**src/btos_pkg.sv**
```systemverilog
// Shared types, codes and constants of the binary trie order-statistic multiset.
package btos_pkg;

    localparam int KEY_BITS_DEF  = 20;
    localparam int NODE_POOL_DEF = 2048;

    localparam int OP_W  = 2;
    localparam int KEY_W = 20;
    localparam int K_W   = 16;
    localparam int ANS_W = 20;
    localparam int ST_W  = 2;
    localparam int CNT_W = 16;

    typedef enum logic [OP_W-1:0] {
        OP_INSERT = 2'd0,
        OP_REMOVE = 2'd1,
        OP_RANK   = 2'd2,
        OP_SELECT = 2'd3
    } op_t;

    typedef enum logic [ST_W-1:0] {
        STAT_OK        = 2'd0,
        STAT_POOL_FULL = 2'd1,
        STAT_ABSENT    = 2'd2,
        STAT_OVERFLOW  = 2'd3
    } status_t;

    typedef enum logic [2:0] {
        SEQ_CLEAR,
        SEQ_IDLE,
        SEQ_WALK,
        SEQ_DECIDE,
        SEQ_COMMIT
    } seq_state_t;

    typedef struct packed {
        op_t  op;
        logic commit;
        logic key_bit;
    } step_ctl_t;

    typedef struct packed {
        logic link_zero;
        logic cnt_full;
        logic cnt_zero;
        logic cnt_lt_k;
        logic take_right;
    } step_flags_t;

endpackage

```
**src/btos_step.sv**
```systemverilog
// One trie level: child choice, count update and the shared adder.
module btos_step #(
    parameter int KEY_BITS  = btos_pkg::KEY_BITS_DEF,
    parameter int NODE_POOL = btos_pkg::NODE_POOL_DEF,
    localparam int LINK_W   = $clog2(NODE_POOL),
    localparam int ROW_W    = 2 * LINK_W + 2 * btos_pkg::CNT_W,
    localparam int ACC_W    = btos_pkg::CNT_W + $clog2(KEY_BITS + 1)
) (
    input  logic [ROW_W-1:0]          row,
    input  btos_pkg::step_ctl_t       ctl,
    input  logic [ACC_W-1:0]          acc,
    input  logic [btos_pkg::K_W-1:0]  k,
    input  logic [LINK_W-1:0]         free_node,
    output logic [ROW_W-1:0]          row_new,
    output logic [LINK_W-1:0]         child,
    output logic [ACC_W-1:0]          acc_new,
    output logic [btos_pkg::K_W-1:0]  k_new,
    output btos_pkg::step_flags_t     flags
);

    localparam int CNT_W = btos_pkg::CNT_W;

    logic [LINK_W-1:0] link0;
    logic [LINK_W-1:0] link1;
    logic [LINK_W-1:0] link_sel;
    logic [CNT_W-1:0]  cnt0;
    logic [CNT_W-1:0]  cnt1;
    logic [CNT_W-1:0]  cnt_sel;
    logic [ACC_W-1:0]  opa;
    logic [ACC_W-1:0]  opb;
    logic [ACC_W-1:0]  sum;
    logic              cin;
    logic              dir;

    assign link0 = row[LINK_W-1:0];
    assign link1 = row[2*LINK_W-1:LINK_W];
    assign cnt0  = row[2*LINK_W+CNT_W-1:2*LINK_W];
    assign cnt1  = row[ROW_W-1:2*LINK_W+CNT_W];

    // The one adder serves every operation: rank sum, select subtract,
    // count increment and count decrement.
    always_comb
    begin
        opa = '0;
        opb = '0;
        cin = 1'b0;
        case (ctl.op)
            btos_pkg::OP_INSERT:
            begin
                opa = ACC_W'(ctl.key_bit ? cnt1 : cnt0);
                cin = 1'b1;
            end
            btos_pkg::OP_REMOVE:
            begin
                opa = ACC_W'(ctl.key_bit ? cnt1 : cnt0);
                opb = '1;
            end
            btos_pkg::OP_RANK:
            begin
                opa = acc;
                opb = ctl.key_bit ? ACC_W'(cnt0) : '0;
            end
            btos_pkg::OP_SELECT:
            begin
                opa = ACC_W'(k);
                opb = ~ACC_W'(cnt0);
                cin = 1'b1;
            end
            default:
            begin
                opa = '0;
            end
        endcase
        sum = opa + opb + ACC_W'(cin);
    end

    // Select goes right when the left subtree holds fewer than k values.
    assign dir = (ctl.op == btos_pkg::OP_SELECT) ? (!sum[ACC_W-1] && (sum != '0))
                                                 : ctl.key_bit;

    assign link_sel = dir ? link1 : link0;
    assign cnt_sel  = dir ? cnt1 : cnt0;
    assign child    = (ctl.commit && (ctl.op == btos_pkg::OP_INSERT) && (link_sel == '0))
                      ? free_node : link_sel;
    assign acc_new  = sum;
    assign k_new    = ((ctl.op == btos_pkg::OP_SELECT) && dir) ? sum[btos_pkg::K_W-1:0] : k;

    always_comb
    begin
        row_new = row;
        if (dir)
        begin
            row_new[2*LINK_W-1:LINK_W]          = child;
            row_new[ROW_W-1:2*LINK_W+CNT_W]     = sum[CNT_W-1:0];
        end
        else
        begin
            row_new[LINK_W-1:0]                 = child;
            row_new[2*LINK_W+CNT_W-1:2*LINK_W]  = sum[CNT_W-1:0];
        end
    end

    assign flags.link_zero  = (link_sel == '0);
    assign flags.cnt_full   = (cnt_sel == '1);
    assign flags.cnt_zero   = (cnt_sel == '0);
    assign flags.cnt_lt_k   = (cnt_sel < k_new);
    assign flags.take_right = dir;

endmodule

```
**config.mk**
```make
export PLATFORM = sky130hd
export DESIGN_NAME = btos_step
export DESIGN_NICKNAME = d
export VERILOG_FILES = /design/src/btos_pkg.sv /design/src/btos_step.sv
export SDC_FILE = /design/constraint.sdc
export NUM_CORES = 1
export LEC_CHECK = 0
export ABC_AREA = 1
export ABC_CLOCK_PERIOD_IN_PS = 5200
export BUFFER_PORTS_ARGS = -buffer_cell sky130_fd_sc_hd__buf_2
export CORE_ASPECT_RATIO = 0.8
export CORE_MARGIN = 2
export CORE_UTILIZATION = 49
export DETAILED_ROUTE_END_ITERATION = 8
export GPL_ROUTABILITY_DRIVEN = 0
export PLACE_DENSITY = 0.87
export SYNTH_ARGS = -nofsm -noshare
export SYNTH_HDL_FRONTEND = slang
export SYNTH_SLANG_ARGS = --single-unit
export TNS_END_PERCENT = 50
```
**constraint.sdc**
```tcl
create_clock -name vclk -period 5.2
set_input_delay 0.26 -clock vclk [all_inputs]
set_output_delay 0.26 -clock vclk [all_outputs]
set_load 0.005 [all_outputs]
```
======== After elaboration in Yosys (flattened, before gate mapping) ========
Index checks and enable logic that the tools add are counted.
word-level totals
  bits in registers ....................... 0
  latch bits .............................. 0
  RAM bits ................................ 0
  memory bits (read-only) ................. 0
  bits of input ports ..................... 106
  output and inout bits ................... 107
  logic and storage cells ................. 33
  memories kept ........................... 0
cells by class
  add/subtract/negate cells ............... 2
  multipliers ............................. 0
  div/mod/pow operators ................... 0
  order comparisons ....................... 1
  eq/ne operators ......................... 4
  shift-type cells ........................ 0
  mux-type cells .......................... 14
  bitwise operators ....................... 1
  reductions and logical operators ........ 11
operators by type and width
  operator                count
  $pmux W21 S3            2
  $mux W16                6
  $mux W11                4
  $add A21 B1 Y21         1
  $add A21 B21 Y21        1
  $not A16 Y21            1
  $reduce_bool A21 Y1     1
  $eq A16 B16 Y1 const B  1
  $logic_not A16 Y1       1
  $lt A16 B16 Y1          1
  $logic_not A11 Y1       1
  $eq A2 B2 Y1 const B    2
  $logic_and A1 B1 Y1     4
  $reduce_or A2 Y1        2
  $eq A2 B1 Y1 const B    1
  $logic_not A2 Y1        1
  $mux W1                 2
  $logic_not A1 Y1        1

======== Longest topological paths before layout ========
  depth in word-level cells ............... 13
  depth in mapped cells ................... 36

======== Worst setup path before layout ========
OpenSTA, ideal clock, no wires.
  path kind ............................... input-to-output
  start ................................... input port ctl[2] in the netlist's numbering
  end ..................................... output port flags[1] in the netlist's numbering
  arrival ................................. 4.601 ns
  required time ........................... 4.940 ns
  path slack .............................. 0.339 ns
  stages on the path ...................... 31
  cells stage by stage .................... inv_1 ha_1 buf_2 nor2_1 clkbuf_1 a21oi_1 fa_1 inv_1 fa_1 inv_1 nand2_1 nor2_1 nand3_1 nor2_1 nand2_1 nor2_1 nand2_1 nor2_4 nand3_4 nand2_8 clkbuf_1 clkbuf_1 nand2_1 o21ai_0 inv_1 ha_1 a21oi_1 nor2_1 a211oi_1 nand2_1 a21oi_1
RTL lines
  item                line             source
  start: declaration  btos_step.sv:10  input btos_pkg::step_ctl_t ctl,
  end: declaration    btos_step.sv:18  output btos_pkg::step_flags_t flags

==> results <==
- The flow ran to the end, and the final reports show no timing, DRC or antenna violations.
- The per-instance average area after synthesis is 5.00 um2.
- The width of the chip is around 110 um.
- The max-slew headroom at the worst pin is 0.520.
- The cell that appears most often on the critical path is nand2_1.
- The type of the tightest min-delay check is primary input to output pin.
- The largest family of logic cells by synthesized area is simple AND/OR/NAND/NOR gates.
- The cell at the slowest stage of the critical path is ha_1.
- The worst setup path is launched from a primary input.
- The end of the worst hold path is row_new[21].
- The worst path in the final design needs a cycle of 5060 ps, including I/O delays and setup.
- The remaining number of nets flagged by the antenna check after routing is 0.
- The largest total area in the synthesized netlist belongs to nand2_1.
- The category of the critical setup timing path is primary input to output pin.
- In this run the cell area of the synthesized design comes to 4360 um2.
- Dividing the final minimum period by the clock period gives 0.973.
- The launch point of the worst hold path is row[21].
- The largest driver fanout on the critical path is 10.
- Wires add up to 19400 um.
- The count of unresolved DRC violations after routing is 0.
- When the netlist entered floorplanning its net count stood at 1020.
- The worst path required time is 4940 ps.
- The adder-cell share of the synthesized area is 0.124.
- The fraction of the mapped netlist area in simple logic gates is 0.496.
- The area growth from synthesis to final layout is 38.1%.
- The core region is between 8000 and 9000 um2.
- The power density normalized to cell area is 174 nW/um2.
- The most common library cell in the layout ignoring fill and taps is nand2_1.
- The floorplan die area is 9670 um2.
- approximately 210 I/O pins were placed.
- Summing all non-filler instances in the final layout gives an area of 6020 um2.
- In this run the cell area measured after placement is 5610 um2.
- For this run, the total global-route usage over all layers was measured as 0.359.
- Sorting the synthesized cells by area gives the leading types as nand2_1, o21ai_0, ha_1.
- The count of sequential standard cells is 0.
- For the pin with the worst max-slew slack, the measured transition is 719 ps.
- The number of global-route vias before repair is 5556.
- The total number of yosys warnings is 0.
- The number of port buffers is 213.
- The total leakage power is 3.63 nW.
- The area share of the leading cell type in the synthesized netlist is 0.276.
- The total number of nets in the final design is 1251.
- In this run the vertical extent of the chip is 88.4 um.
- The non-filler instance count after layout is 1213.
- On the worst path, the slowest cell contributes a delay of 400 ps.
- The worst hold path was traced through 4 stages.
- After floorplanning, the core was divided into 30 placement rows.
- VDD sags by at most roughly 0.00011 V.
- Of the cells placed in the final design, the portion with a size suffix greater than 1 is 0.323.
- Of the total synthesized cell area, the portion taken by XOR and XNOR cells is 0.00775.
- The number of antenna diodes in the final layout is 0.
- The number of optimization iterations in the first detailed-route pass is 6.
- Summed over all nets, the half-perimeter wirelength after detailed placement is 15200 um.
- Counting the fill cells in the layout gives between 700 and 800.
- The portion of synthesized area spent on multiplexers is 0.
- Setup violations remaining at the end of the flow were counted as 0.
- The netlist uses 41 different library cells.
- The via count of the routed design is slightly below 7000.
- The starting density of the core is 0.510.
- The count of endpoints failing hold in the final timing report is 0.
- The count of mapped cells out of synthesis is 872.
- Data on the critical path arrives at its endpoint at 4800 ps.
- The number of antenna violations at the first check in global routing came to 0.
- The clock buffers instantiated in the layout total 0.
- The violation count after the first detailed-routing iteration is 907.
- The average wire per cell in the routed design is 16.0 um.
- The multi-input combinational cells in the finished layout cover a total of 3800 um2.
- The maximum operating frequency is 0.198 GHz.
- The setup TNS after final layout is 0 ps.
- The final number of max-transition violations is 0.
- Entering global routing, the biggest net connects between 50 and 60 pins.
- In the layout the commonest cells are nand2_1, buf_2, inv_1.
- The total overflow reported by the global router is 0.
- The endpoint kind of the worst setup timing path is an output pin.
- The number of placed instances, taps included, is ~1200.
- The portion of the post-synthesis area used by sequential elements is 0.
- In this run, post-CTS hold repair placed 0 buffers.
- The per-cell via count in the routed design is 5.62.
- Across the run, the number of max-cap violations was 0.
- The post-synthesis compound-gate area fraction is 0.206.
- The wire length of the first global-routing pass is 27800 um.
- The storage element area is 0 um2.
## where the power goes
group          switching, mW  internal [mW]  total, mW  leakage, nW
sequential                 0              0          0            0
combinational          0.638          0.408       1.05         3.63
clock                      0              0          0            0
total                  0.638          0.408       1.05         3.63
## per-stage QoR
step	util	hold slack [ps]	setup slack (ps)	total power, mW
2_1_floorplan	-	599	339	0.544
3_3_place_gp	0.655	780	65.8	0.916
3_5_place_dp	0.655	785	-9.83	0.929
4_1_cts	0.656	786	64.8	0.934
5_1_grt	0.704	804	-65.3	1.15
6_report	0.704	786	143	1.05
## final cells by class
type,count,share of cell area
inverters,145,0.0916
multi-input cells,693,0.631
well taps,112,0.0233
repair buffers,263,0.254
## per-layer routing
layer,GRT usage,up-vias,share of wire
li1,-,3242,-
met1,0.495,2971,0.39
met2,0.549,537,0.43
met3,0.0920,69,0.15
met4,0.108,0,0.034
met5,0,-,0
## worst max path at each step
| stage | start | end | cells past startpoint |
|---|---|---|---|
| finish | ctl[2] | flags[1] | 37 |
| global route | ctl[2] | row_new[6] | 36 |
| CTS | ctl[2] | flags[1] | 30 |
| detailed placement | ctl[2] | flags[1] | 30 |
| global placement | ctl[2] | flags[1] | 30 |
| floorplan | ctl[2] | flags[1] | 31 |
## cell usage after synthesis, types with 2 or more instances
cell type,n
nand2_1,321
inv_1,133
o21ai_0,101
nor2_1,65
ha_1,40
nand3_1,33
a21oi_1,24
clkbuf_1,22
nand2_2,15
o221ai_1,12
nand3b_1,10
nand4_2,10
inv_2,9
nand4_1,8
o21ai_1,8
nor2_2,7
buf_2,5
buf_6,5
o211ai_1,5
nor4_1,4
o21ai_2,4
clkinv_1,3
nor3_1,3
and2_1,2
buf_4,2
fa_1,2
nand2_8,2
nand3_2,2
nor2_4,2
xor2_1,2
## repair_timing
| action | 4_1_cts | 5_1_grt |
|---|---|---|
| resized for setup | 1 | 62 |
| pin swaps | 0 | 12 |
| buffers inserted | 0 | 20 |
| hold endpoints to repair | 0 | 0 |
| endpoints found under the setup margin | 1 | 36 |
| cloned | 0 | 3 |
## cell families (layout without fill, tap and decap cells)
group,count (synthesis),count (layout)
buf+inv,180,408
fa+ha+maj,42,42
simple gates,486,487
xor+xnor,3,3
compound gates,161,161
## critical path: cells and delay by family
family | cells | cell delay, ps
AO/OA/AOI/OAI | 3 | 280
adder cells (fa/ha/maj) | 3 | 850
buffers and inverters | 11 | 1510
AND/OR/NAND/NOR | 20 | 1890
Power figures use the tool's default switching activity.
